$ cat config.mk
export PLATFORM = sky130hd
export DESIGN_NAME = servo_status_packet_parser_unit
export DESIGN_NICKNAME = d
export VERILOG_FILES = /design/src/rtl/sspp_pkg.sv /design/src/rtl/servo_status_packet_parser_unit.sv
export VERILOG_INCLUDE_DIRS = /design/src /design/src/rtl
export SDC_FILE = /design/constraint.sdc
export NUM_CORES = 1
export LEC_CHECK = 0
export BUFFER_PORTS_ARGS = -buffer_cell sky130_fd_sc_hd__buf_2
export CELL_PAD_IN_SITES_DETAIL_PLACEMENT = 1
export CELL_PAD_IN_SITES_GLOBAL_PLACEMENT = 1
export CORE_ASPECT_RATIO = 0.9
export CORE_UTILIZATION = 30
export CTS_CLUSTER_SIZE = 14
export DETAILED_ROUTE_END_ITERATION = 10
export GPL_TIMING_DRIVEN = 1
export PLACE_DENSITY_LB_ADDON = 0.15
export SETUP_SLACK_MARGIN = 0.02
export SLEW_MARGIN = 0
export SYNTH_ARGS = -nofsm -noshare
export SYNTH_HDL_FRONTEND = slang
export SYNTH_SLANG_ARGS = --single-unit
$ cat constraint.sdc
create_clock -name aclk -period 13.1 [get_ports aclk]
set_input_delay 1.31 -clock aclk [delete_from_list [all_inputs] [get_ports aclk]]
set_output_delay 1.31 -clock aclk [all_outputs]
set_load 0.01 [all_outputs]
$ cat src/rtl/servo_status_packet_parser_unit_assert.svh
// Assertion macros for the servo status packet parser.
// Used by servo_status_packet_parser_unit; depends on nothing else.
`ifndef SERVO_STATUS_PACKET_PARSER_UNIT_ASSERT_SVH
`define SERVO_STATUS_PACKET_PARSER_UNIT_ASSERT_SVH

// same-cycle implication, checked outside reset
`define SSPP_ASSERT_NOW(label, clk, rstn, ante, cons, msg) \
    label: assert property (@(posedge clk) disable iff (!(rstn)) (ante) |-> (cons)) \
        else $error(msg);

// next-cycle implication, checked outside reset
`define SSPP_ASSERT_NEXT(label, clk, rstn, ante, cons, msg) \
    label: assert property (@(posedge clk) disable iff (!(rstn)) (ante) |=> (cons)) \
        else $error(msg);

`endif

$ cat src/rtl/sspp_pkg.sv
// Shared types and codes for the servo status packet parser.
// No dependencies.
package sspp_pkg;

    localparam logic [7:0]  SYNC_BYTE     = 8'hFF;
    localparam logic [7:0]  HEADER_EXTRA  = 8'd2;

    localparam logic [7:0]  RST_EXPECTED_ID   = 8'd1;
    localparam logic [7:0]  RST_PARAM_CAP     = 8'd4;
    localparam logic [7:0]  RST_ALLOWED_MASK  = 8'd0;
    localparam logic [15:0] RST_TIMEOUT_TICKS = 16'd120;

    localparam int S_TDATA_W = 8;
    localparam int S_TUSER_W = 2;
    localparam int M_TDATA_W = 40;
    localparam int M_TUSER_W = 1;
    localparam int CFG_IDX_W = 2;
    localparam int CFG_DAT_W = 16;

    typedef enum logic [1:0] {
        CMD_BYTE = 2'd0,
        CMD_TICK = 2'd1,
        CMD_ARM  = 2'd2,
        CMD_NONE = 2'd3
    } cmd_t;

    typedef enum logic [1:0] {
        CFG_EXPECTED_ID  = 2'd0,
        CFG_PARAM_CAP    = 2'd1,
        CFG_ALLOWED_MASK = 2'd2,
        CFG_TIMEOUT      = 2'd3
    } cfg_idx_t;

    typedef enum logic [2:0] {
        OUT_OK       = 3'd0,
        OUT_TIMEOUT  = 3'd1,
        OUT_PROTO    = 3'd2,
        OUT_CHECKSUM = 3'd3,
        OUT_STATUS   = 3'd4
    } outcome_t;

    typedef enum logic {
        KIND_PARAM  = 1'b0,
        KIND_REPORT = 1'b1
    } kind_t;

    typedef enum logic [6:0] {
        PH_IDLE  = 7'b0000001,
        PH_HUNT  = 7'b0000010,
        PH_ID    = 7'b0000100,
        PH_LEN   = 7'b0001000,
        PH_ERR   = 7'b0010000,
        PH_PARAM = 7'b0100000,
        PH_SUM   = 7'b1000000
    } phase_t;

endpackage

$ cat src/rtl/servo_status_packet_parser_unit.sv
// Servo status reply parser: input word register, one-step state update, result register.
// Depends on sspp_pkg and servo_status_packet_parser_unit_assert.svh.
// An accepted word passes the input register and then the result register before any result it yields is valid.
// Throughput: one word per cycle while m_tready is high; the state update is single-pass.
// Reset (aresetn low, synchronous): control and config registers back to defaults, parser idle, no result held.
// Words other than arm are dropped while idle.
`include "servo_status_packet_parser_unit_assert.svh"

module servo_status_packet_parser_unit (
    input  logic                               aclk,
    input  logic                               aresetn,
    input  logic                               cfg_wr_en,
    input  logic [sspp_pkg::CFG_IDX_W-1:0]     cfg_wr_index,
    input  logic [sspp_pkg::CFG_DAT_W-1:0]     cfg_wr_data,
    input  logic                               s_tvalid,
    output logic                               s_tready,
    input  logic [sspp_pkg::S_TDATA_W-1:0]     s_tdata,  // [7:0] rx_byte
    input  logic [sspp_pkg::S_TUSER_W-1:0]     s_tuser,  // [1:0] cmd
    output logic                               m_tvalid,
    input  logic                               m_tready,
    // [7:0] param_byte, [15:8] param_index, [18:16] outcome, [26:19] status,
    // [34:27] param_total, [39:35] zero
    output logic [sspp_pkg::M_TDATA_W-1:0]     m_tdata,
    output logic [sspp_pkg::M_TUSER_W-1:0]     m_tuser   // [0] kind
);

    logic [7:0]  expected_id_reg;
    logic [7:0]  param_cap_reg;
    logic [7:0]  allowed_mask_reg;
    logic [15:0] timeout_ticks_reg;

    logic        in_valid_reg;
    logic [1:0]  in_cmd_reg;
    logic [7:0]  in_byte_reg;

    sspp_pkg::phase_t phase_reg, phase_next;
    logic        last_sync_reg, last_sync_next;
    logic [7:0]  reply_id_reg, reply_id_next;
    logic [7:0]  reply_len_reg, reply_len_next;
    logic [7:0]  reply_status_reg, reply_status_next;
    logic [7:0]  sum_reg, sum_next;
    logic [7:0]  byte_idx_reg, byte_idx_next;
    logic [15:0] elapsed_reg, elapsed_next;

    logic                 res_valid;
    sspp_pkg::kind_t      res_kind;
    logic [7:0]           res_byte;
    logic [7:0]           res_index;
    sspp_pkg::outcome_t   res_outcome;
    logic [7:0]           res_status;
    logic [7:0]           res_count;

    logic                 m_valid_reg;
    sspp_pkg::kind_t      m_kind_reg;
    logic [7:0]           m_byte_reg;
    logic [7:0]           m_index_reg;
    sspp_pkg::outcome_t   m_outcome_reg;
    logic [7:0]           m_status_reg;
    logic [7:0]           m_count_reg;

    logic        fire;
    logic [7:0]  param_num;
    logic [7:0]  byte_idx_inc;

    assign fire     = in_valid_reg && (!m_valid_reg || m_tready);
    assign s_tready = !in_valid_reg || fire;

    assign param_num    = reply_len_reg - sspp_pkg::HEADER_EXTRA;
    assign byte_idx_inc = byte_idx_reg + 8'd1;

    always_ff @(posedge aclk) begin
        if (!aresetn) begin
            expected_id_reg   <= sspp_pkg::RST_EXPECTED_ID;
            param_cap_reg     <= sspp_pkg::RST_PARAM_CAP;
            allowed_mask_reg  <= sspp_pkg::RST_ALLOWED_MASK;
            timeout_ticks_reg <= sspp_pkg::RST_TIMEOUT_TICKS;
        end else if (cfg_wr_en) begin
            unique case (sspp_pkg::cfg_idx_t'(cfg_wr_index))
                sspp_pkg::CFG_EXPECTED_ID:  expected_id_reg   <= cfg_wr_data[7:0];
                sspp_pkg::CFG_PARAM_CAP:    param_cap_reg     <= cfg_wr_data[7:0];
                sspp_pkg::CFG_ALLOWED_MASK: allowed_mask_reg  <= cfg_wr_data[7:0];
                sspp_pkg::CFG_TIMEOUT:      timeout_ticks_reg <= cfg_wr_data;
                default: ;
            endcase
        end
    end

    always_ff @(posedge aclk) begin
        if (!aresetn) begin
            in_valid_reg <= 1'b0;
        end else if (s_tready) begin
            in_valid_reg <= s_tvalid;
        end
        if (s_tready && s_tvalid) begin
            in_cmd_reg  <= s_tuser;
            in_byte_reg <= s_tdata;
        end
    end

    always_comb begin
        phase_next        = phase_reg;
        last_sync_next    = last_sync_reg;
        reply_id_next     = reply_id_reg;
        reply_len_next    = reply_len_reg;
        reply_status_next = reply_status_reg;
        sum_next          = sum_reg;
        byte_idx_next     = byte_idx_reg;
        elapsed_next      = elapsed_reg;
        res_valid         = 1'b0;
        res_kind          = sspp_pkg::KIND_REPORT;
        res_byte          = 8'd0;
        res_index         = 8'd0;
        res_outcome       = sspp_pkg::OUT_OK;
        res_status        = reply_status_reg;
        res_count         = 8'd0;

        if (sspp_pkg::cmd_t'(in_cmd_reg) == sspp_pkg::CMD_ARM) begin
            phase_next        = sspp_pkg::PH_HUNT;
            last_sync_next    = 1'b0;
            reply_id_next     = 8'd0;
            reply_len_next    = 8'd0;
            reply_status_next = 8'd0;
            sum_next          = 8'd0;
            byte_idx_next     = 8'd0;
            elapsed_next      = 16'd0;
        end else if (sspp_pkg::cmd_t'(in_cmd_reg) == sspp_pkg::CMD_TICK &&
                     phase_reg != sspp_pkg::PH_IDLE) begin
            if (elapsed_reg != 16'hFFFF) begin
                elapsed_next = elapsed_reg + 16'd1;
            end
            if (elapsed_next >= timeout_ticks_reg) begin
                res_valid   = 1'b1;
                res_outcome = sspp_pkg::OUT_TIMEOUT;
                phase_next  = sspp_pkg::PH_IDLE;
            end
        end else if (sspp_pkg::cmd_t'(in_cmd_reg) == sspp_pkg::CMD_BYTE) begin
            unique case (phase_reg)
                sspp_pkg::PH_IDLE: ;
                sspp_pkg::PH_HUNT: begin
                    if (last_sync_reg && in_byte_reg == sspp_pkg::SYNC_BYTE) begin
                        phase_next = sspp_pkg::PH_ID;
                    end
                    last_sync_next = (in_byte_reg == sspp_pkg::SYNC_BYTE);
                end
                sspp_pkg::PH_ID: begin
                    reply_id_next = in_byte_reg;
                    phase_next    = sspp_pkg::PH_LEN;
                end
                sspp_pkg::PH_LEN: begin
                    reply_len_next = in_byte_reg;
                    phase_next     = sspp_pkg::PH_ERR;
                end
                sspp_pkg::PH_ERR: begin
                    reply_status_next = in_byte_reg;
                    if (reply_id_reg != expected_id_reg ||
                        reply_len_reg < sspp_pkg::HEADER_EXTRA ||
                        param_num > param_cap_reg) begin
                        res_valid   = 1'b1;
                        res_outcome = sspp_pkg::OUT_PROTO;
                        res_status  = in_byte_reg;
                        phase_next  = sspp_pkg::PH_IDLE;
                    end else begin
                        sum_next      = reply_id_reg + reply_len_reg + in_byte_reg;
                        byte_idx_next = 8'd0;
                        phase_next    = (reply_len_reg == sspp_pkg::HEADER_EXTRA) ?
                                        sspp_pkg::PH_SUM : sspp_pkg::PH_PARAM;
                    end
                end
                sspp_pkg::PH_PARAM: begin
                    res_valid     = 1'b1;
                    res_kind      = sspp_pkg::KIND_PARAM;
                    res_byte      = in_byte_reg;
                    res_index     = byte_idx_reg;
                    res_status    = 8'd0;
                    sum_next      = sum_reg + in_byte_reg;
                    byte_idx_next = byte_idx_inc;
                    if (byte_idx_inc >= param_num) begin
                        phase_next = sspp_pkg::PH_SUM;
                    end
                end
                sspp_pkg::PH_SUM: begin
                    res_valid  = 1'b1;
                    phase_next = sspp_pkg::PH_IDLE;
                    if (in_byte_reg != ~sum_reg) begin
                        res_outcome = sspp_pkg::OUT_CHECKSUM;
                    end else if ((reply_status_reg & ~allowed_mask_reg) != 8'd0) begin
                        res_outcome = sspp_pkg::OUT_STATUS;
                    end else begin
                        res_outcome = sspp_pkg::OUT_OK;
                        res_count   = param_num;
                    end
                end
                default: phase_next = sspp_pkg::PH_IDLE;
            endcase
        end
    end

    always_ff @(posedge aclk) begin
        if (!aresetn) begin
            phase_reg        <= sspp_pkg::PH_IDLE;
            last_sync_reg    <= 1'b0;
            reply_id_reg     <= 8'd0;
            reply_len_reg    <= 8'd0;
            reply_status_reg <= 8'd0;
            sum_reg          <= 8'd0;
            byte_idx_reg     <= 8'd0;
            elapsed_reg      <= 16'd0;
        end else if (fire) begin
            phase_reg        <= phase_next;
            last_sync_reg    <= last_sync_next;
            reply_id_reg     <= reply_id_next;
            reply_len_reg    <= reply_len_next;
            reply_status_reg <= reply_status_next;
            sum_reg          <= sum_next;
            byte_idx_reg     <= byte_idx_next;
            elapsed_reg      <= elapsed_next;
        end
    end

    always_ff @(posedge aclk) begin
        if (!aresetn) begin
            m_valid_reg <= 1'b0;
        end else if (fire && res_valid) begin
            m_valid_reg <= 1'b1;
        end else if (m_tready) begin
            m_valid_reg <= 1'b0;
        end
        if (fire && res_valid) begin
            m_kind_reg    <= res_kind;
            m_byte_reg    <= res_byte;
            m_index_reg   <= res_index;
            m_outcome_reg <= res_outcome;
            m_status_reg  <= res_status;
            m_count_reg   <= res_count;
        end
    end

    assign m_tvalid = m_valid_reg;
    assign m_tuser  = m_kind_reg;
    assign m_tdata  = {5'd0, m_count_reg, m_status_reg, m_outcome_reg, m_index_reg, m_byte_reg};

    `SSPP_ASSERT_NEXT(a_arm_starts_hunt, aclk, aresetn,
        fire && sspp_pkg::cmd_t'(in_cmd_reg) == sspp_pkg::CMD_ARM,
        phase_reg == sspp_pkg::PH_HUNT && elapsed_reg == 16'd0, "arm did not start hunt")
    `SSPP_ASSERT_NEXT(a_report_goes_idle, aclk, aresetn,
        fire && res_valid && res_kind == sspp_pkg::KIND_REPORT,
        phase_reg == sspp_pkg::PH_IDLE && m_valid_reg, "report did not end receive")
    `SSPP_ASSERT_NOW(a_no_overwrite, aclk, aresetn,
        fire && res_valid, !m_valid_reg || m_tready, "result register overwritten")

endmodule
==> qor.txt <==
outcome -> finished, final reports clean
Async SR Flop Fraction -> 0
std cell rows -> 57
Buf/Inv on CP -> 1
clk_skew -> 0.0133 ns
Setup Buffers After CTS -> 0
Hold Fails Final Rpt -> 0
crit path to -> m_outcome_reg[2]
CTS tree -> done
Hold Crit Depth -> 2
Pwr Density -> 116 nW/um2
post-layout net count -> 1036
delay-heaviest family, CP -> compound AO/OA/AOI/OAI gates
Core Box Area -> 27200 um2
Worst setup SP type -> flop
vias per inst -> 4.91
Ys Warns -> 0
Post-Place Setup Slack -> 8.61 ns
CP startpoint -> elapsed_reg[4]
Leak Pwr -> 3.59 nW
die footprint -> 28500 um2
arrival time of the worst setup path -> 4.57 ns
Resized Gates After CTS -> 0
final critical-path required period -> 4.46 ns
first-pass GRT wire length -> 38400 um
required time of the critical path -> 13.21 ns
DRC Markers -> 0
Register Area -> 3500 um2
slowest CP cell -> o31ai_1
worst skew pair latency -> 0.42 ns
number of CTS-inserted buffers -> 17
multi-input logic area -> 4510 um2
CTS max path bufs -> 2
CP Class -> reg2reg
initial antenna violation count -> 0
largest net degree at the start of global routing -> 79
Final Cycle Share -> 0.340
ANT cells -> 0
Fillers -> 3144
cell area after synthesis -> 8360 um2
Initial Utilization -> 0.308
Hold Startpoint -> sum_reg[7]
DR WL/cell -> 17.9 um
Hold Path Class -> reg2reg
worst slew pin tran -> 1.07 ns
H-Tree Depth -> 4
final slew viol count -> 0
DP Wirelength -> 16800 um
Clock transition at path regs -> 0.07 ns
post-route insts no fill -> 1317
total wire length -> 23500 um
Yosys reg bits -> 152
mean post-synth cell area -> 9.33 um2
FF-to-FF End -> m_outcome_reg[2]
Worst slew margin -> 0.282
Overflow after GRT -> 0
TNS Setup -> 0 ns
First-pass DRT Iterations -> 4
Setup Viol. Count Final -> 0
R2R depth -> 14
clk sinks -> 152
RSZ-0062 raised after global routing -> false
fin worst setup slack -> 8.64 ns
most frequent CP cell -> nand3_1
vias in the first global route -> 6695
I/O pin count -> 76
max_cap viols -> 0
Post-synth EDFFs -> 46
gp weighted congestion -> 0.791
fraction of layout cells with a size suffix above 1 -> 0.132
distinct cell type count after synthesis -> 71
Crit Path Max Fanout -> 36
gr usage total -> 0.175
initial DRC count -> 320
Peak Freq -> 0.224 GHz
Area Overhead vs Synth -> 15.2%
worst-path cell chain -> nand3_1 -> nor4_2 -> nand3_1 -> nand4_1 -> nor2_1 -> xor2_1 -> ha_1 -> a211oi_1 -> o21ai_0 -> o2111ai_1 -> a21oi_1 -> o31ai_1 -> a211oi_4 -> buf_4
I/O Buffers -> 70
placed instance count -> 1285
sequential cell area fraction in the yosys report -> 0.419
Syn Inst Count -> 896
Final ANT Viol Nets -> 0
die width -> 178 um
Worst Setup End Kind -> flop
R2R Path Start -> elapsed_reg[4]
clk root buf -> clkbuf_16
Worst VDD drop -> 0.0807 mV
CP Depth -> 14
DR vias -> 6471
Reg2Reg Setup Slack -> 8.64 ns
ys flop type -> dfxtp_1
cts-stage hold buffer count -> 0
Die H -> 160 um
CP max stage delay -> 0.75 ns
-- routing by layer --
metal,track usage,vias up,share of wire,wire length [um]
li1,-,3247,-,-
met1,0.249,3137,0.51,12100
met2,0.276,80,0.45,10700
met3,0.0303,7,0.028,664
met4,0.0334,0,0.0054,126
met5,0,-,0,0
-- cells in the final DEF, fill, tap and decap left out, types with 24 or more instances in the layout --
| master | instances |
|---|---|
| buf_2 | 70 |
| a21oi_1 | 29 |
| nor2_1 | 39 |
| nand2_1 | 118 |
| edfxtp_1 | 46 |
| dfxtp_1 | 106 |
| nand3_1 | 45 |
| ha_1 | 44 |
| nor2b_1 | 37 |
| inv_1 | 42 |
| and2_1 | 24 |
| xnor2_1 | 24 |
| a21boi_0 | 45 |
-- cell usage after synthesis, types with 11 or more instances --
cell      instances  area, um2
nor2_1           39        146
o21ai_0          23        115
xnor2_1          24        210
and2_1           24        150
inv_1            42        158
dfxtp_1         106       2120
a21boi_0         45        338
edfxtp_1         46       1380
ha_1             44        551
nand3_1          45        225
mux2i_1          23        230
a21oi_1          29        145
nor3_1           11       55.1
nor2b_1          37        231
and3_1           11       68.8
clkbuf_1         34        128
xor2_1           20        175
nand2_1         118        443
nand2b_1         12       75.1
a21boi_1         11       82.6
nand4_1          14       87.6
-- stage by stage --
step | hold WS, ns | utilization | power [mW] | area (um2)
6_report | 0.462 | 0.355 | 1.12 | 9630
5_1_grt | 0.484 | 0.355 | 1.16 | 9630
4_1_cts | 0.465 | 0.355 | 1.13 | 9630
3_5_place_dp | 0.456 | 0.332 | 0.606 | 9010
3_3_place_gp | 0.444 | 0.332 | 0.605 | 9010
2_1_floorplan | 0.434 | - | 0.573 | 8380
-- worst min path at each step --
stage | endpoint | slack [ns]
floorplan | sum_reg[0] | 0.43
global placement | sum_reg[0] | 0.44
detailed placement | sum_reg[7] | 0.46
CTS | sum_reg[7] | 0.47
global route | sum_reg[7] | 0.48
finish | sum_reg[7] | 0.46
-- report_power, final --
| group | total [mW] | leakage, nW | internal, mW | switching [mW] |
|---|---|---|---|---|
| Sequential | 0.509 | 1.21 | 0.492 | 0.0167 |
| Combinational | 0.0855 | 2.08 | 0.0343 | 0.0512 |
| Clock | 0.522 | 0.306 | 0.316 | 0.206 |
-- logic make-up after synthesis --
kind of cell,after synthesis,synth area share
XOR/XNOR,45,0.0480
flip-flops,152,0.419
other,1,0.000448
AND/OR/NAND/NOR,344,0.210
multiplexers,26,0.0316
AO/OA/AOI/OAI,185,0.155
adder cells (fa/ha/maj),56,0.0911
buffers and inverters,87,0.0446
-- layout make-up --
cell class	instances	area share
well taps	354	0.0460
inverters	42	0.0164
repair buffers	76	0.0410
clock inverters	8	0.0110
clock buffers	24	0.0534
multi-input cells	661	0.469
flip-flops and latches	152	0.364
-- worst register-to-register path: stages (launching register included) --
cell	delay, ns
dfxtp_1	0.43
nand3_1	0.17
nor4_2	0.41
nand3_1	0.41
nand4_1	0.31
nor2_1	0.09
xor2_1	0.22
ha_1	0.29
a211oi_1	0.22
o21ai_0	0.12
o2111ai_1	0.12
a21oi_1	0.12
o31ai_1	0.75
a211oi_4	0.11
buf_4	0.34
Power figures use the tool's default switching activity.
